## config.mk

```make
export PLATFORM = sky130hd
export DESIGN_NAME = hds_alu
export DESIGN_NICKNAME = d
export VERILOG_FILES = /design/src/rtl/core/hds_pkg.sv /design/src/rtl/core/hds_alu.sv
export SDC_FILE = /design/constraint.sdc
export NUM_CORES = 2
export LEC_CHECK = 0
export BUFFER_PORTS_ARGS = -buffer_cell sky130_fd_sc_hd__buf_4
export CAP_MARGIN = 20
export CORE_MARGIN = 4
export CORE_UTILIZATION = 54
export CTS_CLUSTER_SIZE = 24
export DETAILED_ROUTE_END_ITERATION = 6
export PLACE_DENSITY = 0.72
export REMOVE_ABC_BUFFERS = 1
export SLEW_MARGIN = 30
export SYNTH_ARGS = -nofsm -noshare
export SYNTH_HDL_FRONTEND = slang
export SYNTH_SLANG_ARGS = --single-unit
```

## constraint.sdc

```tcl
create_clock -name clk -period 10.1 [get_ports clk]
set_input_delay 1.01 -clock clk [delete_from_list [all_inputs] [get_ports clk]]
set_output_delay 1.01 -clock clk [all_outputs]
set_load 0.01 [all_outputs]
```

## src/rtl/core/hds_pkg.sv

```systemverilog
`timescale 1ns / 1ps
`default_nettype none
// ----------------------------------------------------------------------------
// hds_pkg: shared types and constants of the heat diffusion stencil step
// Field widths, register indexes, arithmetic widths and the result tag.
// ----------------------------------------------------------------------------
package hds_pkg;

  // field widths
  localparam int VALUE_W     = 32;   // signed Q16.16 temperature
  localparam int COEF_W      = 16;   // unsigned Q0.16 coefficient
  localparam int OUT_IDX_W   = 10;   // out_row / out_col
  localparam int SIZE_W      = 11;   // grid_rows / grid_cols
  localparam int CFG_DATA_W  = 16;
  localparam int CFG_INDEX_W = 2;

  // size defaults
  localparam int MAX_COLS_DEF = 1024;
  localparam int MAX_ROWS_DEF = 1024;
  localparam int MIN_SIZE     = 3;

  // register indexes
  localparam logic [CFG_INDEX_W-1:0] REG_GRID_ROWS = 2'd0;
  localparam logic [CFG_INDEX_W-1:0] REG_GRID_COLS = 2'd1;
  localparam logic [CFG_INDEX_W-1:0] REG_COEF_X    = 2'd2;
  localparam logic [CFG_INDEX_W-1:0] REG_COEF_Y    = 2'd3;

  // datapath widths: second difference, product, rounded sum
  localparam int DIFF_W = VALUE_W + 2;
  localparam int PROD_W = DIFF_W + COEF_W;
  localparam int SUM_W  = PROD_W + 2;

  // where the result goes and which border copies follow it
  typedef struct packed {
    logic [OUT_IDX_W-1:0] row;
    logic [OUT_IDX_W-1:0] col;
    logic                 top;
    logic                 bottom;
    logic                 left;
    logic                 right;
    logic                 grid_last;
  } hds_tag_t;

endpackage
`default_nettype wire

```

## src/rtl/core/hds_alu.sv

```systemverilog
`timescale 1ns / 1ps
`default_nettype none
// ----------------------------------------------------------------------------
// hds_alu: five-point stencil arithmetic
// Four stages: differences, products, rounded sum, shift and saturate.
// ----------------------------------------------------------------------------
module hds_alu (
  input  wire logic                                clk,
  input  wire logic                                rst,
  input  wire logic                                en,
  input  wire logic                                in_valid,
  input  wire logic signed [hds_pkg::VALUE_W-1:0]  west,
  input  wire logic signed [hds_pkg::VALUE_W-1:0]  centre,
  input  wire logic signed [hds_pkg::VALUE_W-1:0]  east,
  input  wire logic signed [hds_pkg::VALUE_W-1:0]  north,
  input  wire logic signed [hds_pkg::VALUE_W-1:0]  south,
  input  wire logic        [hds_pkg::COEF_W-1:0]   coef_x,
  input  wire logic        [hds_pkg::COEF_W-1:0]   coef_y,
  input  wire hds_pkg::hds_tag_t                   in_tag,
  output logic                                     out_valid,
  output logic signed      [hds_pkg::VALUE_W-1:0]  out_value,
  output hds_pkg::hds_tag_t                        out_tag
);

  localparam int VW = hds_pkg::VALUE_W;
  localparam int CW = hds_pkg::COEF_W;
  localparam int DW = hds_pkg::DIFF_W;
  localparam int PW = hds_pkg::PROD_W;
  localparam int SW = hds_pkg::SUM_W;
  localparam int HW = SW - CW;   // width after the shift
  localparam logic signed [SW-1:0] HALF = SW'(1) << (CW - 1);

  logic                 v1, v2, v3;
  logic signed [DW-1:0] dx, dy;
  logic signed [VW-1:0] c1, c2;
  logic signed [PW-1:0] px, py;
  logic signed [SW-1:0] sum;
  hds_pkg::hds_tag_t    t1, t2, t3;
  logic signed [HW-1:0] shifted;
  logic                 ovf;

  always_ff @(posedge clk) begin
    if (rst) begin
      v1        <= 1'b0;
      v2        <= 1'b0;
      v3        <= 1'b0;
      out_valid <= 1'b0;
    end else if (en) begin
      v1        <= in_valid;
      v2        <= v1;
      v3        <= v2;
      out_valid <= v3;
    end
  end

  assign shifted = sum[SW-1:CW];
  // overflow when the bits above the result's sign disagree with it
  assign ovf = (shifted[HW-1:VW-1] != {(HW-VW+1){1'b0}}) &&
               (shifted[HW-1:VW-1] != {(HW-VW+1){1'b1}});

  always_ff @(posedge clk) begin
    if (en) begin
      dx  <= DW'(west) + DW'(east) - (DW'(centre) <<< 1);
      dy  <= DW'(north) + DW'(south) - (DW'(centre) <<< 1);
      c1  <= centre;
      t1  <= in_tag;

      px  <= $signed({1'b0, coef_x}) * dx;
      py  <= $signed({1'b0, coef_y}) * dy;
      c2  <= c1;
      t2  <= t1;

      sum <= (SW'(c2) <<< CW) + SW'(px) + SW'(py) + HALF;
      t3  <= t2;

      if (ovf) begin
        out_value <= {shifted[HW-1], {(VW-1){~shifted[HW-1]}}};
      end else begin
        out_value <= shifted[VW-1:0];
      end
      out_tag <= t3;
    end
  end

endmodule
`default_nettype wire

```

* Word level (Yosys, flattened, before mapping) *
Cells that the tools add are included.

word-level totals
  bits in registers = 420
  bits in latches = 0
  bits in writable memories = 0
  ROM bits = 0
  output and inout bits = 58
  word-level logic and storage cells = 54
  memories kept = 0

operators by class
  add/subtract/negate cells = 7
  multipliers = 2
  div/mod/pow operators = 0
  $lt $le $gt $ge = 0
  equality and inequality tests = 1
  shift-type cells = 0
  multiplexer cells = 1
  bitwise gates (word level) = 1
  reductions and logical operators = 2

operator list
  cell                    number
  $mul 17x34->50          2
  $sub 33x33->34          2
  $add 32x32->33          2
  $add 51x50->52          1
  $add 52x17->52 const B  1
  $add 48x50->51          1
  $mux 32                 1
  $ne 5x5->1 const B      1
  $reduce_bool 5->1       1
  $logic_and 1x1->1       1
  $not 1->1               1

* Logic depth before layout (Yosys ltp) *
  depth after elaboration = 3
  gate-level depth with buffers = 26
  depth with buffers taken out = 24

* Least setup slack after synthesis *
OpenSTA, ideal clock, no wires.

  kind = input to register
  start = input port coef_x[8] (netlist name)
  end = register px[48], data pin
  setup time = 276 ps
  data arrival time = 6920 ps
  required time = 9824 ps
  setup slack = 2904 ps
  cell stages on the path = 23
  cell sequence = clkbuf_1 clkbuf_1 nand2_1 fa_1 inv_1 fa_1 fa_1 fa_1 fa_1 inv_1 fa_1 inv_1 ha_1 a211oi_2 nor2_1 or4_4 o21ai_2 a31oi_2 a31oi_4 o211ai_2 a41o_1 nor4b_2 a311oi_1

on the way
  cells in the longest elaborated chain, start to end = 1

ends and longest elaborated chain
  what                  RTL line       text
  from (decl)           hds_alu.sv:17  input wire logic [hds_pkg::COEF_W-1:0] coef_x,
  $mul 17x34->50        hds_alu.sv:68  px <= $signed({1'b0, coef_x}) * dx;
  to (signal assigned)  hds_alu.sv:68
  to (decl)             hds_alu.sv:36  logic signed [PW-1:0] px, py;

No other way between the ends.
A chain may end at the register's enable or synchronous reset.

* Final worst setup path *
  start = register dx[19]
  end = register px[49], data pin

on the way
  cells in the longest elaborated chain, start to end = 1

ends and longest elaborated chain
  what                    RTL line       text
  from (decl)             hds_alu.sv:34  logic signed [DW-1:0] dx, dy;
  from (signal assigned)  hds_alu.sv:63  dx <= DW'(west) + DW'(east) - (DW'(centre) <<< 1);
  $mul 17x34->50          hds_alu.sv:68

No other way between the ends.

==> impl_metrics.csv <==
group,metric,value,unit
run_status,status,"complete, no violations",
setup_path,crit_arrival,7.75,ns
setup_path,critPathMostFrequentCell,"fa_1",
yosys,ys_ff_latch,404,
setup_path,slowest_stage,"edfxtp_1",
cells_and_area,fillCellCount,8966,
timing,holdWs,0.4116,ns
yosys,synth_seq_area_share,0.2093,
route,via_count,39630,
grt,grt_util_met3,0.04479,
route,drt_first_pass_iters,6,
grt,antenna_found_initial,5,
route,wl,140900,µm
timing,skew,0.01926,ns
setup_path,start_kind,"flop",
grt,grt_max_degree,153,
cells_and_area,drive_gt1_frac,0.06757,
floorplanning,die_w,335.1,µm
route,drt-initial-drc-count,2697,
setup_path,r2r_slack,2.69,ns
setup_path,slowest_delay,0.71,ns
timing,min_period,7.406,ns
floorplanning,io_pins,279,
cells_and_area,regArea,12090,µm²
floorplanning,rows,119,
grt,grt_use_met1,0.3421,
grt,met2_usage,0.4394,
cts,clock_latency,0.61,ns
cells_and_area,area_delta_synth_final,8.281,%
cts,hold_buffers,0,
floorplanning,core,105700,µm²
setup_path,cp_max_fo,16,
cts,cts.repair.resized,0,
grt,grtUsageTotal,0.2605,
yosys,ys_types,75,
cts,postCtsSetupBuffers,0,
cells_and_area,num_antenna_cells,0,
cells_and_area,nets,7622,
cts,h-tree-depth,2,
job,maxCapViolations,0,
floorplanning,initial_core_util,0.5465,
setup_path,crit_required,10.44,ns
yosys,synth.top_cells.by_area,"fa_1 (39%), edfxtp_1 (21%), inv_1 (9.6%)",
timing,tightest_slew,0.9839,ns
timing,setup_tns,0,ns
cells_and_area,multi_input_area,39440,µm²
timing,hold_viol,0,
yosys,ys_warn_count,0,
min_path,hold_path.class,"reg -> reg",
yosys,synth_flop_cell,"edfxtp_1",
yosys,synth_area_leader_cell,"fa_1",
route,post_drt_wl_per_cell,19.19,µm
yosys,synth_most_common_cell,"inv_1",
grt,grt_overflow,0,
cts,cts.sinks,404,
floorplanning,dieHeight,335.1,µm
yosys,yosysTopAreaCellShare,0.3888,
timing,finalSetupViolations,0,
cts,cts_tree,"yes",
timing,finalCritPeriodShare,0.7333,
route,ant_nets,0,
timing,drv_slew,0,
yosys,syn_area_per_cell,10.01,µm²
yosys,ys_top_cells_by_count,"inv_1 (1474), fa_1 (1122), nand2_1 (772), and2_1 (404), edfxtp_1 (400)",
yosys,synth_edf_count,400,
floorplanning,dieArea,112300,µm²
cts,cts-root-buf,"clkbuf_16",
placement,dpl.hpwl,113100,µm
grt,grt_pass1_wl,228200,µm
setup_path,crit_chain,"and2_1 -> fa_1 -> inv_1 -> fa_1 -> fa_1 -> inv_1 -> fa_1 -> fa_1 -> inv_1 -> fa_1 -> inv_1 -> ha_1 -> nand2_1 -> nor4_1 -> nor3b_1 -> o211ai_1 -> o211ai_1 -> o211a_1 -> o211ai_1 -> a31oi_1 -> mux2i_1 -> nand4_1",
timing,fmax,135.0,MHz
timing,slew_headroom,0.3441,
cts,cts_buffer_depth,3,
timing,rsz0062_at_grt,"no",
grt,busiest_layer,"met2",
setup_path,crit_path_end_kind,"flop",
yosys,syn-instance-count,5772,
cts,clk_pin_slew,0.07,ns
yosys,async_reset_ff_frac,0,
route,drc,0,
yosys,synth_area,57780,µm²
placement,portBuffers,278,
cts,cts_made_buffers,45,
grt,grt_pass1_vias,42930,
placement,place_congestion,0.9307,
timing,worst_slack,2.694,ns
setup_path,path_class,"reg -> reg",
placement,pre_cts_ws,2.384,ns
route,viasPerCell,5.400,
area by class of cell:
| class | count | area share |
|---|---|---|
| clock buffers | 48 | 0.01818 |
| repair buffers | 288 | 0.03488 |
| multi-input cells | 3700 | 0.6304 |
| clock inverters | 35 | 0.006980 |
| inverters | 1474 | 0.08844 |
| flip-flops and latches | 404 | 0.1933 |
| well taps | 1391 | 0.02782 |
stage by stage:
stage / cell area (µm²) / instances / utilization
6_report: 62560 / 7340 / 0.5918
4_1_cts: 62560 / 7340 / 0.5918
3_3_place_gp: 60980 / 7257 / 0.5768
2_1_floorplan: 57050 / 5578 / -
5_1_grt: 62560 / 7340 / 0.5918
3_5_place_dp: 60990 / 7257 / 0.5769
critical path, delay by kind of cell (launching register included):
family / cells / cell delay, ns
flip-flops: 1 / 0.71
buffers and inverters: 4 / 0.20
AO/OA/AOI/OAI: 5 / 1.23
adder cells (fa/ha/maj): 7 / 3.43
AND/OR/NAND/NOR: 5 / 1.35
multiplexers: 1 / 0.22
kinds of logic after synthesis:
| kind of cell | Yosys count | share of synthesized area |
|---|---|---|
| muxes | 6 | 0.001040 |
| and+or+nand+nor | 1452 | 0.1193 |
| DFF | 404 | 0.2093 |
| adders and majority gates | 1488 | 0.4680 |
| buffers and inverters | 1668 | 0.1084 |
| AOI/OAI and AO/OA | 560 | 0.06451 |
| xor gates and xnor gates | 194 | 0.02941 |
state kept, by name, indices dropped and copies added, names as in the netlist:
name	cells
t2	25
v1	1
dy	34
c1	32
sum	36
out_tag	25
out_value	32
out_valid	1
t1	25
py	50
v3	1
c2	32
v2	1
t3	25
px	50
dx	34
final timing paths:
check	start	to	cells past startpoint
min	c1[11]	c2[11]	0
max reg2reg	dx[19]	px[49]	22
min reg2reg	c1[11]	c2[11]	0
max	dx[19]	px[49]	22
metal layers:
layer,vias up,routed length (µm)
met5,-,20
met4,2,5799
met3,291,10020
met2,1347,68600
met1,20290,56440
li1,17700,-
layout by cell type, fill, tap and decap left out, types with 25 or more instances in the layout:
cell type and instances:
inv_1 1474, fa_1 1122, nand2_1 772, and2_1 404, edfxtp_1 400, ha_1 366
buf_4 286, a21oi_1 160, xnor2_1 137, a21o_1 112, nor2_1 92, o21ai_0 78
xor2_1 57, clkbuf_16 45, o21a_1 34, nand3_1 32, and3_1 31, nand2b_1 25
Power is not shown: default switching activity piles up to over one toggle a cycle in this logic, so the estimate is an artifact.
