## src/rtl/core/hds_pkg.sv

```systemverilog
`timescale 1ns / 1ps
`default_nettype none
// ----------------------------------------------------------------------------
// hds_pkg: shared types and constants of the heat diffusion stencil step
// Field widths, register indexes, arithmetic widths and the result tag.
// ----------------------------------------------------------------------------
package hds_pkg;

  // field widths
  localparam int VALUE_W     = 32;   // signed Q16.16 temperature
  localparam int COEF_W      = 16;   // unsigned Q0.16 coefficient
  localparam int OUT_IDX_W   = 10;   // out_row / out_col
  localparam int SIZE_W      = 11;   // grid_rows / grid_cols
  localparam int CFG_DATA_W  = 16;
  localparam int CFG_INDEX_W = 2;

  // size defaults
  localparam int MAX_COLS_DEF = 1024;
  localparam int MAX_ROWS_DEF = 1024;
  localparam int MIN_SIZE     = 3;

  // register indexes
  localparam logic [CFG_INDEX_W-1:0] REG_GRID_ROWS = 2'd0;
  localparam logic [CFG_INDEX_W-1:0] REG_GRID_COLS = 2'd1;
  localparam logic [CFG_INDEX_W-1:0] REG_COEF_X    = 2'd2;
  localparam logic [CFG_INDEX_W-1:0] REG_COEF_Y    = 2'd3;

  // datapath widths: second difference, product, rounded sum
  localparam int DIFF_W = VALUE_W + 2;
  localparam int PROD_W = DIFF_W + COEF_W;
  localparam int SUM_W  = PROD_W + 2;

  // where the result goes and which border copies follow it
  typedef struct packed {
    logic [OUT_IDX_W-1:0] row;
    logic [OUT_IDX_W-1:0] col;
    logic                 top;
    logic                 bottom;
    logic                 left;
    logic                 right;
    logic                 grid_last;
  } hds_tag_t;

endpackage
`default_nettype wire

```

## src/rtl/core/hds_expand.sv

```systemverilog
`timescale 1ns / 1ps
`default_nettype none
// ----------------------------------------------------------------------------
// hds_expand: result sequencer
// Emits each result and its reflected border copies, a word a cycle on ready.
// ----------------------------------------------------------------------------
module hds_expand (
  input  wire logic                                 clk,
  input  wire logic                                 rst,
  input  wire logic                                 in_valid,
  input  wire logic signed [hds_pkg::VALUE_W-1:0]   in_value,
  input  wire hds_pkg::hds_tag_t                    in_tag,
  input  wire logic        [hds_pkg::OUT_IDX_W-1:0] last_row,
  input  wire logic        [hds_pkg::OUT_IDX_W-1:0] last_col,
  output logic                                      take,
  output logic                                      out_valid,
  input  wire logic                                 out_ready,
  output logic signed      [hds_pkg::VALUE_W-1:0]   new_value,
  output logic             [hds_pkg::OUT_IDX_W-1:0] out_row,
  output logic             [hds_pkg::OUT_IDX_W-1:0] out_col,
  output logic                                      last_of_item,
  output logic                                      last_of_grid
);

  localparam int IW = hds_pkg::OUT_IDX_W;

  // words still owed: cell, top, bottom, left, right (lowest goes first)
  logic [4:0]        owed;
  logic              single;
  hds_pkg::hds_tag_t tag;

  assign single    = (owed & (owed - 5'd1)) == 5'd0;
  assign out_valid = owed != 5'd0;
  assign take      = !out_valid || (out_ready && single);

  always_ff @(posedge clk) begin
    if (rst) begin
      owed <= 5'd0;
    end else if (take) begin
      owed <= in_valid ? {in_tag.right, in_tag.left, in_tag.bottom, in_tag.top, 1'b1}
                       : 5'd0;
    end else if (out_ready) begin
      owed <= owed & (owed - 5'd1);
    end
  end

  always_ff @(posedge clk) begin
    if (take && in_valid) begin
      new_value <= in_value;
      tag       <= in_tag;
    end
  end

  always_comb begin
    priority if (owed[0]) begin
      out_row = tag.row;
      out_col = tag.col;
    end else if (owed[1]) begin
      out_row = '0;
      out_col = tag.col;
    end else if (owed[2]) begin
      out_row = last_row;
      out_col = tag.col;
    end else if (owed[3]) begin
      out_row = tag.row;
      out_col = IW'(0);
    end else begin
      out_row = tag.row;
      out_col = last_col;
    end
  end

  assign last_of_item = single;
  assign last_of_grid = single && tag.grid_last;

endmodule
`default_nettype wire
```

## config.mk

```make
export PLATFORM = sky130hd
export DESIGN_NAME = hds_expand
export DESIGN_NICKNAME = d
export VERILOG_FILES = /design/src/rtl/core/hds_pkg.sv /design/src/rtl/core/hds_expand.sv
export SDC_FILE = /design/constraint.sdc
export NUM_CORES = 1
export LEC_CHECK = 0
export BUFFER_PORTS_ARGS = -buffer_cell sky130_fd_sc_hd__buf_2
export CAP_MARGIN = 20
export CELL_PAD_IN_SITES_DETAIL_PLACEMENT = 1
export CELL_PAD_IN_SITES_GLOBAL_PLACEMENT = 2
export CORE_ASPECT_RATIO = 0.9
export CORE_MARGIN = 1.5
export CORE_UTILIZATION = 24
export CTS_BUF_LIST = sky130_fd_sc_hd__clkbuf_4
export DETAILED_ROUTE_END_ITERATION = 10
export GPL_ROUTABILITY_DRIVEN = 0
export MAX_ROUTING_LAYER = met4
export PLACE_DENSITY = 0.81
export REMOVE_ABC_BUFFERS = 1
export SLEW_MARGIN = 20
export SYNTH_ARGS = -nofsm -noshare
export SYNTH_HDL_FRONTEND = slang
export SYNTH_SLANG_ARGS = --single-unit
```

## constraint.sdc

```tcl
create_clock -name clk -period 2.7 [get_ports clk]
set_input_delay 0.54 -clock clk [delete_from_list [all_inputs] [get_ports clk]]
set_output_delay 0.54 -clock clk [all_outputs]
set_load 0.03 [all_outputs]
```

### After elaboration in Yosys (flattened, before gate mapping)

Cells that the tools add are included.

| word-level totals | value |
|---|---|
| output and inout bits | 56 |
| flip-flop bits (word level) | 58 |

| operators by class | value |
|---|---|
| muxes and demuxes | 10 |
| reductions and logical operators | 8 |
| $add $sub $neg | 1 |
| bitwise gates (word level) | 1 |

Operator list:

| operator | number |
|---|---|
| 10-bit 2-to-1 mux | 7 |
| 5-bit 2-to-1 mux | 3 |
| 5-bit AND | 1 |
| 5-bit logical NOT | 1 |
| 5-bit nonzero test | 1 |
| 5-bit by 1-bit subtractor with 5-bit output (second input constant) | 1 |
| 1-bit logical AND | 3 |
| 2-bit nonzero test | 1 |
| 1-bit logical NOT | 1 |
| 1-bit logical OR | 1 |

### Longest topological paths before layout

Gate-level depths: netlist of the first run.

| logic depth | value |
|---|---|
| depth in word-level cells | 6 |
| mapped depth | 6 |
| gate-level depth less buffers | 4 |

### Worst setup path after synthesis of the first run

OpenSTA, ideal clock, no wires.

| timing path | value |
|---|---|
| path type | in2reg |
| from | in out_ready |
| to | reg new_value[0] (netlist bit), enable pin |
| arrival time | 2273 ps |
| required time | 2293 ps |
| stages on the path | 4 |
| path buffers | 0 |
| setup slack | 19 ps |
| library setup time | 407 ps |
| path through | inv_1 > a2111oi_4 > o311ai_2 > inv_1 |

| between the ends | value |
|---|---|
| cells in the longest elaborated chain, start to end | 3 |

Ends and longest elaborated chain:

| what | RTL line | RTL |
|---|---|---|
| start: declaration | hds_expand.sv:17 | `input wire logic out_ready,` |
| 1-bit logical AND | hds_expand.sv:34 | `assign take = !out_valid \|\| (out_ready && single);` |
| 1-bit logical OR | hds_expand.sv:34 |  |
| 1-bit logical AND | hds_expand.sv:48 | `if (take && in_valid) begin` |
| end signal: assignment | hds_expand.sv:49 | `new_value <= in_value;` |
| end: declaration | hds_expand.sv:18 | `output logic signed [hds_pkg::VALUE_W-1:0] new_value,` |

Every way passes these cells.
A chain may end at the register's enable or synchronous reset.

### Worst setup path after layout of the first run

| timing path | value |
|---|---|
| from | reg owed[3] |
| to | out take |

| between the ends | value |
|---|---|
| cells in the longest elaborated chain, start to end | 5 |
| elaborated cells between the ends (all ways) | 7 |
| those cells by class | add/sub (1); bitwise (1); reduce/logical (5) |

Ends and longest elaborated chain:

| what | RTL line | RTL |
|---|---|---|
| start: declaration | hds_expand.sv:28 | `logic [4:0] owed;` |
| start signal: assignment | hds_expand.sv:40 | `owed <= in_valid ? {in_tag.right, in_tag.left, in_tag.bottom, in_tag.top, 1'b1}` |
| start signal: assignment | hds_expand.sv:43 | `owed <= owed & (owed - 5'd1);` |
| 5-bit by 1-bit subtractor with 5-bit output | hds_expand.sv:32 | `assign single = (owed & (owed - 5'd1)) == 5'd0;` |
| 5-bit AND | hds_expand.sv:32 |  |
| 5-bit logical NOT | hds_expand.sv:32 |  |
| 1-bit logical AND | hds_expand.sv:34 |  |
| 1-bit logical OR * | hds_expand.sv:34 |  |
| end: declaration | hds_expand.sv:15 | `output logic take,` |

Mark *: on every way between the ends. The rest lies on a longest branch, timed or not.

==> results by group, run 1 <==
Run status
  • Status: completed

STA
  • Total count of hold-check failures in the final report: 0
  • Max Clock Freq: 403.1 MHz
  • Final Max Tran Viols: 0
  • Slew HR: 0.6693
  • Finish-stage setup viols: 0
  • Worst Clk Skew: 0.008570 ns
  • Crit path time final: 2.481 ns
  • Worst Max-Slew Pin Slew: approximately 0.50 ns
  • Final Cycle Share: 0.9189
  • RSZ-0062 raised after global routing: no
  • Post-layout worst setup margin: 0.2190 ns

Clock tree
  • Sink Count: 58
  • CTS H-tree depth: 3
  • Clk buf depth: 2
  • Worst-path clk slew: 0.10 ns
  • CTS Buf Count: 9
  • Worst-Skew Late Latency: around 0.39 ns
  • CTS tree: built
  • Hold_buf cts: 0
  • Root Driver: clkbuf_4

Setup path
  • Req. time, crit path: 2.16 ns
  • Worst Setup Start Kind: flip-flop
  • Crit path max fanout: 14
  • Setup Crit Path Kind: reg2out
  • FF-to-FF Start: owed[1]
  • Crit. Startpoint: owed[3]
  • Critical Path AT: 1.94 ns
  • CP Capture Type: output pin

GRT
  • Initial antenna violation count: 0
  • Largest net degree at the start of global routing: 54
  • Grt ovf: 0
  • Vias in the first global route: 2143
  • First-pass GRT wire length: ~10 mm
  • All-Layer GR Usage: 0.1301

Die
  • Initial Utilization: 0.2478
  • Die height: slightly below 100 microns
  • Die width: 108.5 microns
  • Core Box Area: 0.009699 sq mm
  • I/O pin cnt: 137
  • Row cnt: 34
  • Die area: 0.01063 sq mm

Detailed routing
  • Starting DRT DRC Count: 50
  • Via count: 2019
  • WL/cell: 14.12 microns
  • Via density: 4.389
  • Antenna-violating nets left: 0
  • DR pass1 iterations: 4
  • # DRC: 0
  • Final wirelength: 6.496 mm

Yosys
  • Top cell type's share of synthesized area: 0.6622
  • Most used DFF post-synth: edfxtp_1
  • Register bit total from synthesis: 58
  • Synth async-reset ratio: 0
  • Most frequent cell after synthesis: edfxtp_1
  • Top cell types by occurrence after synthesis: 53 x edfxtp_1, 35 x nand2_1, 13 x a21oi_1
  • EDFF count, synth: 53
  • Mean Syn Cell Area: 12.72 sq um
  • Dominant cells by area after synthesis: edfxtp_1 66%, nand2_1 5.5%, dfxtp_1 4.2%
  • Synth warnings: 0
  • Synth area leader: edfxtp_1
  • Synth unique cells: 29
  • Cells after synthesis: 189
  • Synthesized area: 0.002404 sq mm
  • Register area share after synthesis: 0.7038

Placement
  • Cells after DPL: 445
  • DPL Wire Length: 4.854 mm
  • Placed instance area: roughly 0.0033 sq mm
  • IO buf count: about 140
  • Worst slack, placed: roughly 0.45 ns

Finish
  • Inserted Diodes: 0
  • Area growth syn-to-layout: 41.75%
  • Cell area after layout: ~0.0034 sq mm
  • Nets: 411
  • Post-route insts no fill: 460
  • Ratio of cells with drive above 1 in the final layout: 0.4820

Hold path
  • Hold Startpoint: in_tag[10]
  • Worst Hold Class: in2reg

Pwr
  • Maximum vdd drop: 333.9 uV
  • Leakage: 0.001448 uW
  • Power Dens Cells: 883.0 mW/mm^2

Run
  • Max Cap Viol: 0
==> worst max-delay path, stage by stage (launching register included) <==
cell and delay (ns):
dfxtp_1 0.46, nand2b_1 0.26, a211oi_1 0.36, nor3_1 0.11
o22ai_1 0.13, buf_2 0.23
==> flip-flops by register name (all words and copies together), names as in the netlist <==
| name | flops |
|---|---|
| owed | 5 |
| new_value | 32 |
| tag | 21 |
==> logic make-up (layout without fill, tap and decap cells) <==
logic type                 count (synthesis)  after routing  synth area share
AOI/OAI and AO/OA                         42             42            0.1135
DFF                                       58             58            0.7038
adders and majority gates                  1              1          0.004165
and+or+nand+nor                           72             72            0.1510
buffers and inverters                     16            161           0.02759
==> area by class of cell <==
class	count	area [sq um]
Sequential cell	58	1692
Tap cell	126	157.7
Multi-Input combinational cell	115	650.6
Clock buffer	9	67.56
Inverter	3	11.26
Clock inverter	6	82.58
Fill cell	1136	6292
Timing Repair Buffer	143	745.7
==> power by group <==
group	total [uW]	leakage (uW)	internal [uW]	switching (uW)
Sequential	1210	0.000548	1140	70.9
Combinational	1110	0.000827	343	766
Clock	684	0.0000731	364	320
==> worst paths after layout <==
path | end | slack [ns] | cells past startpoint
max | take | 0.22 | 5
min | tag[10] | 0.32 | 1
max reg2reg | new_value[9] | 0.46 | 5
min reg2reg | owed[4] | 0.68 | 2
==> cell usage in the layout, fill, tap and decap left out, drive strengths merged, types with 5 or more instances in the layout <==
cell type  count
nor2b         11
dfxtp          5
a21oi         13
clkbuf         9
buf          143
nand3b        10
edfxtp        53
o21ai         17
nand2         35
nor2           5
==> per-stage QoR <==
step | TNS (ns) | utilization | power, uW | hold WS [ns]
global placement | 0 | 0.3353 | 2342 | 0.6482
CTS | 0 | 0.3507 | 3063 | 0.2805
global route | 0 | 0.3513 | 3190 | 0.2677
detailed placement | 0 | 0.3353 | 2362 | 0.6662
finish | 0 | 0.3513 | 3008 | 0.3166
floorplan | -10.86 | - | 1961 | 0.5570
==> routing by layer <==
| layer | vias to the layer above | share of wire | track usage |
|---|---|---|---|
| li1 | 976 | - | - |
| met1 | 965 | 0.41 | 0.1471 |
| met2 | 71 | 0.52 | 0.2158 |
| met3 | 7 | 0.065 | 0.04272 |
| met4 | 0 | 0.013 | 0.04251 |
| met5 | - | 0 | - |
==> timing repair <==
action	4_1_cts	5_1_grt
endpoints found under the setup margin	0	1
buffers inserted	0	0
resized for setup	0	1
hold endpoints to repair	0	0
Power figures use the tool's default switching activity.
==> run 2, diff against run 1 <==
Settings changed: ABC_CLOCK_PERIOD_IN_PS set to 2700, CORE_MARGIN 1.5 to unset.
==> run 2 against run 1 <==
- count of clock-buffer cells in the layout stayed put
- critical path depth stayed put
- register-to-register slack better by 0.12 ns
- setup slack worse by 0.075 ns
- utilization hardly changed
- sequential share of layout area hardly changed
- hold slack better by 0.00057 ns
- design area is 0.11% higher
- via count is 1.6% lower
- highest routed layer unchanged
==> results by group, run 2 (same netlist as run 1, synthesis figures left out) <==
STA
  • Worst Max-Slew Pin Slew: 0.6104 ns (+0.1152 ns)
  • Worst Clk Skew: 0.007313 ns (-0.001256 ns)
  • Crit path time final: 2.556 ns (+0.07542 ns)
  • Final Cycle Share: 0.9468 (+0.02793)
  • Final Max Tran Viols: 0 (unchanged)
  • Max Clock Freq: 391.2 MHz (-3.0%)
  • Hold WS: 0.3172 ns (+0.0005720 ns)
  • Slew HR: 0.5925 (-0.07682)
  • Post-layout worst setup margin: 0.1436 ns (-0.07541 ns)
  • Total count of hold-check failures in the final report: 0 (unchanged)
  • RSZ-0062 raised after global routing: no
  • TNS Setup: 0 ns (unchanged)
  • Finish-stage setup viols: 0 (unchanged)

Setup path
  • Setup Crit Path Kind: reg2out
  • Crit-path cells: maj3_1 -> o21a_1 -> o21ai_1 -> and2_1 -> buf_2
  • Crit. Startpoint: owed[1]
  • FF-to-FF setup slack: 0.58 ns (+0.12 ns)
  • Worst Setup Start Kind: flip-flop
  • Critical Path AT: 2.02 ns (+0.08 ns)
  • Slowest-stage cell, CP: dfxtp_1
  • Req. time, crit path: 2.16 ns (about the same)
  • FF-to-FF Start: owed[1]
  • CP Capture Type: output pin
  • Max incr delay on CP: 0.51 ns (+0.05 ns)
  • Crit path max fanout: 16 (+2)

Hold path
  • Hold Startpoint: in_value[19]
  • Worst Hold Class: in2reg

Die
  • Core Box Area: 0.009699 sq mm (unchanged)
  • Die height: 96.94 microns (-1.0%)
  • Row cnt: 34 (unchanged)
  • Die area: 0.01042 sq mm (-1.9%)
  • Die width: 107.5 microns (-0.92%)
  • Initial Utilization: 0.2478 (unchanged)
  • I/O pin cnt: 137 (unchanged)

GRT
  • First-pass GRT wire length: 10.28 mm (+3.4%)
  • All-Layer GR Usage: 0.1371 (+0.007018)
  • Initial antenna violation count: 0 (unchanged)
  • Largest net degree at the start of global routing: 29 (-46%)
  • Grt ovf: 0 (unchanged)
  • Vias in the first global route: 2121 (-1.0%)

Run
  • Max Cap Viol: 0 (unchanged)

Pwr
  • P_int: 1859 uW (+0.42%)
  • Comb pwr share: 0.368 (about the same)
  • Maximum vdd drop: 357.0 uV (+6.9%)
  • Leakage: 0.001452 uW (+0.25%)
  • Sw Ratio: 0.3833 (-0.001312)
  • Power Dens Cells: 883.8 mW/mm^2 (about the same)
  • Clock power frac: 0.226 (about the same)
  • Sequential power share: 0.406 (+0.002)
  • P_sw: 1156 uW (-0.14%)

Finish
  • Post-route insts no fill: 461 (+0.22%)
  • Area growth syn-to-layout: 41.91%
  • Ratio of cells with drive above 1 in the final layout: 0.4836 (+0.001546)
  • Largest regs: new_value (32), tag (21), owed (5)
  • Number of flip-flops in the largest register: 32 (unchanged)
  • Largest register by flop count: new_value
  • Most frequent cells in the layout: 136 x buf_2, 53 x edfxtp_1, 35 x nand2_1, 13 x a21oi_1
  • Nets: 412 (+0.24%)
  • FILL cells: 1126 (-0.88%)
  • Inserted Diodes: 0 (unchanged)
  • Commonest non-fill, non-tap cell in the layout: buf_2

Detailed routing
  • DR pass1 iterations: 4 (unchanged)
  • Via density: 4.310 (-1.8%)
  • Met2 WL post-DR: 3.445 mm (+2.7%)
  • WL/cell: 14.20 microns (+0.54%)
  • M1 WL: 2.613 mm (-0.83%)
  • Metal3 WL: 383 microns (-9.5%)
  • Antenna-violating nets left: 0 (unchanged)
  • Highest metal layer with signal wires: met4
  • # DRC: 0 (unchanged)
  • Starting DRT DRC Count: 33 (-34%)
  • Final wirelength: 6.545 mm (+0.75%)
  • Via count: 1987 (-1.6%)

Clock tree
  • Root Driver: clkbuf_4
  • CTS Buf Count: 9 (unchanged)
  • Worst-path clk slew: 0.10 ns (about the same)
  • CTS tree: built
  • Clk buf depth: 2 (unchanged)
  • Worst-Skew Late Latency: 0.39 ns (about the same)
  • Post-CTS Setup Repair Bufs: 0 (unchanged)
  • Sink Count: 58 (unchanged)
  • CTS H-tree depth: 3 (unchanged)

Placement
  • IO buf count: 136 (unchanged)
  • Cells after DPL: 446 (+0.22%)
  • DPL Wire Length: 4.860 mm (+0.13%)
  • Worst slack, placed: 0.3904 ns (-0.05747 ns)

Run status
  • Status: completed
## run 2: path summary, 6_finish.rpt
path | end | cells after the start
hold reg to reg | owed[3] | 2
setup / recovery | last_of_grid | 5
hold / removal | new_value[19] | 1
setup reg to reg | tag[22] | 4
## run 2: per-stage QoR
step                      area (sq um)  power, uW    util
after floorplan                   2349       1961       -
after global placement            3259       2350  0.3360
after detailed placement          3259       2371  0.3360
after CTS                         3410       3067  0.3515
after global routing              3411       3189  0.3517
final                             3411       3014  0.3517
## run 2: cell type report
type / instances / area [sq um] / share of cell area
clock inverter: 6 / 82.58 / 0.02421
clock buffer: 9 / 67.56 / 0.01981
multi-input combinational: 115 / 645.6 / 0.1893
timing repair buffer: 144 / 753.2 / 0.2208
inverter: 3 / 11.26 / 0.003302
tap: 126 / 157.7 / 0.04622
sequential: 58 / 1693 / 0.4963
## run 2: worst max-delay path, delay by kind of cell (launching register included)
family | cells | cell delay [ns]
adder cells (fa/ha/maj) | 1 | 0.43
buffers and inverters | 1 | 0.19
AND/OR/NAND/NOR | 1 | 0.15
flip-flops | 1 | 0.51
AO/OA/AOI/OAI | 2 | 0.35
## run 2: layer usage
| layer | GRT usage | vias to the layer above |
|---|---|---|
| met5 | - | - |
| met4 | 0.06006 | 0 |
| met3 | 0.04313 | 9 |
| met2 | 0.2303 | 70 |
| met1 | 0.1473 | 934 |
| li1 | - | 974 |
## run 2: power by group through the flow
stage	Combinational [uW]	Clock, uW	Sequential (uW)
floorplan	573	0	1390
global placement	1110	0	1240
detailed placement	1120	0	1250
CTS	1130	712	1230
global route	1200	743	1250
finish	1110	681	1230
## run 2: what timing repair did
item / in CTS / in global routing
gates resized for setup: 0 / 1
setup endpoints to repair: 0 / 2
hold buffers: 0 / 0
==> run 3, diff against run 2 <==
Settings changed: ABC_AREA set to 1, PLACE_DENSITY 0.81 to 0.82.
==> run 3 against run 2 <==
- count of clock-buffer cells in the layout stayed put
- combinational power is 120% higher
- global-route usage down 0.92 points
- non-clock buffer count fell by 3
- highest routed layer unchanged
==> results by group, run 3 <==
Detailed routing
  • Via count: 1782 (-10%)
  • # DRC: 0 (unchanged)
  • Final wirelength: 5.896 mm (-9.9%)
  • Starting DRT DRC Count: 62 (+88%)
  • Antenna-violating nets left: 0 (unchanged)
  • DR pass1 iterations: 4 (unchanged)
  • Via density: 4.173 (-3.2%)
  • WL/cell: 13.81 microns (-2.7%)

Finish
  • Inserted Diodes: 0 (unchanged)
  • Largest regs: new_value (32), tag (21), owed (5)
  • Commonest non-fill, non-tap cell in the layout: buf_2
  • FILL cells: 1030 (-8.5%)
  • Area growth syn-to-layout: 42.99%
  • Number of flip-flops in the largest register: 32 (unchanged)
  • Final Util: 0.3619 (+0.01028)
  • Ratio of cells with drive above 1 in the final layout: 0.5292 (+0.04564)
  • Largest register by flop count: new_value
  • Most frequent cells in the layout: 136 x buf_2, 53 x edfxtp_1, 22 x nand2_1, 13 x inv_1, 13 x o21ai_0
  • Nets: 384 (-6.8%)
  • Cell area after layout: 0.003188 sq mm (-6.5%)

Pwr
  • Power Dens Cells: 1414 mW/mm^2 (+60%)
  • Maximum vdd drop: 524.9 uV (+47%)
  • Leakage: 0.001421 uW (-2.2%)
  • Pwr Total: 4507 uW (+50%)

GRT
  • First-pass GRT wire length: 9.052 mm (-12%)
  • Initial antenna violation count: 0 (unchanged)
  • Grt ovf: 0 (unchanged)
  • Largest net degree at the start of global routing: 54 (+86%)
  • Vias in the first global route: 1887 (-11%)
  • All-Layer GR Usage: 0.1279 (-0.009164)

STA
  • Final Cycle Share: 0.9048 (-0.04206)
  • Worst Clk Skew: 0.01758 ns (+0.01026 ns)
  • Crit path time final: 2.443 ns (-0.1136 ns)
  • RSZ-0062 raised after global routing: no
  • Final Max Tran Viols: 0 (unchanged)
  • Finish-stage setup viols: 0 (unchanged)
  • Total count of hold-check failures in the final report: 0 (unchanged)
  • TNS Setup: 0 ns (unchanged)
  • Max Clock Freq: 409.4 MHz (+4.6%)
  • Slew HR: 0.7881 (+0.1956)
  • Worst Max-Slew Pin Slew: 0.3179 ns (-0.2925 ns)

Die
  • Die height: 93.44 microns (-3.6%)
  • I/O pin cnt: 137 (unchanged)
  • Die width: 103.6 microns (-3.6%)
  • Row cnt: 32 (-5.9%)
  • Core Box Area: 0.008808 sq mm (-9.2%)
  • Initial Utilization: 0.2531 (+0.005318)
  • Die area: 0.009680 sq mm (-7.1%)

Run status
  • Status: completed

Setup path
  • CP Capture Type: output pin
  • FF-to-FF setup slack: 0.72 ns (+0.14 ns)
  • FF-to-FF Start: owed[0]
  • Capturing point of the worst reg2reg path: new_value[5]
  • Worst Setup Start Kind: flip-flop
  • R2R depth: 7 (+3)
  • Setup Crit Path Kind: reg2out
  • Critical Path AT: 1.90 ns (-0.12 ns)
  • Crit path max fanout: 15 (-1)
  • Req. time, crit path: 2.16 ns (about the same)

Clock tree
  • CTS Buf Count: 9 (unchanged)
  • Root Driver: clkbuf_4
  • Clk buf depth: 2 (unchanged)
  • Hold_buf cts: 0 (unchanged)
  • CTS tree: built
  • Post-CTS Setup Repair Bufs: 0 (unchanged)
  • Sink Count: 58 (unchanged)
  • Worst-path clk slew: 0.10 ns (about the same)
  • CTS H-tree depth: 3 (unchanged)
  • Worst-Skew Late Latency: 0.39 ns (about the same)
  • Post-cts resize count: 0 (unchanged)

Placement
  • IO buf count: 136 (unchanged)
  • DPL Wire Length: 4.469 mm (-8.1%)
  • Placed instance area: 0.003072 sq mm (-5.8%)

Yosys
  • Synth async-reset ratio: 0 (unchanged)
  • Cells after synthesis: 158 (-16%)
  • Most frequent cell after synthesis: edfxtp_1
  • Dominant cells by area after synthesis: edfxtp_1 71%, a32o_1 4.5%, dfxtp_1 4.5%
  • Synth warnings: 0 (unchanged)
  • Register bit total from synthesis: 58 (unchanged)
  • EDFF count, synth: 53 (unchanged)
  • Top cell type's share of synthesized area: 0.7138 (+0.05165)
  • Synth unique cells: 19 (-34%)
  • Synth area leader: edfxtp_1
  • Top cell types by occurrence after synthesis: 53 x edfxtp_1, 22 x nand2_1, 14 x inv_1
  • Register area share after synthesis: 0.7587 (+0.05490)
  • Mean Syn Cell Area: 14.11 sq um (+11%)
  • Synthesized area: 0.002230 sq mm (-7.2%)
  • Most used DFF post-synth: edfxtp_1

Hold path
  • Min-Delay Path Depth: 2 (+1)
  • Hold Startpoint: rst
  • Worst Hold Class: in2reg
  • Hold EP: owed[0]

Run
  • Max Cap Viol: 0 (unchanged)
[run 3: cell types whose count changed after synthesis, moves of 3 or more]
cell      change
a32o_1       +10
nand2_1      -13
nand3b_1     -10
inv_1        +11
nand4_1       +5
o211ai_1      -3
nand3_1      +10
o21ai_1       -4
nor2b_1      -11
a21oi_1       -6
nor3_1        -4
clkbuf_1      -5
[run 3: logic make-up (layout without fill, tap and decap cells)]
logic type | Yosys count | after routing | synth area share
DFF | 58 | 58 | 0.7587
buffers and inverters | 22 | 172 | 0.04208
AOI/OAI and AO/OA | 32 | 32 | 0.09428
and+or+nand+nor | 46 | 46 | 0.1049
[run 3: per-layer routing]
layer | vias up | GRT usage | routed length, microns
met5 | - | - | 0
met3 | 2 | 0.04948 | 452
met1 | 807 | 0.1383 | 2509
met4 | 0 | 0.05314 | 40
met2 | 100 | 0.2125 | 2893
li1 | 873 | - | -
[run 3: worst max path at each step]
| stage | from | endpoint | slack, ns |
|---|---|---|---|
| after floorplan | owed[0] | new_value[0] | -0.06 |
| after global placement | owed[2] | out_row[6] | 0.60 |
| after detailed placement | owed[2] | out_row[0] | 0.54 |
| after CTS | owed[2] | out_row[0] | 0.08 |
| after global routing | owed[2] | out_row[0] | 0.06 |
| final | owed[0] | take | 0.26 |
[run 3: final cells by class]
class / instances / area, sq um / area share
timing repair buffer: 141 / 730.7 / 0.2292
tap: 119 / 148.9 / 0.04670
clock buffer: 9 / 67.56 / 0.02119
inverter: 15 / 56.30 / 0.01766
sequential: 58 / 1694 / 0.5314
multi-input combinational: 78 / 444.2 / 0.1393
clock inverter: 7 / 46.29 / 0.01452
[run 3: metrics by stage]
step	setup slack, ns	hold slack, ns	instances
2_1_floorplan	-0.06311	0.5257	151
3_3_place_gp	0.6041	0.5655	411
3_5_place_dp	0.5418	0.5874	411
4_1_cts	0.08099	0.2631	427
5_1_grt	0.05841	0.2650	427
6_report	0.2572	0.3142	427
[run 3: worst max-delay path: stages, from the launching register on]
cell and delay (ns):
dfxtp_2 0.42, nor2_4 0.16, buf_4 0.22, nand3b_4 0.09, nand2_2 0.17, inv_1 0.14
nor2_1 0.12, buf_2 0.21
[run 3: power breakdown]
group          leakage (uW)  switching (uW)  internal (uW)  total (uW)
Combinational      0.000829            1770            692        2460
Clock             0.0000492             335            184         519
Sequential         0.000542             139           1390        1530
Total               0.00142            2240           2260        4510
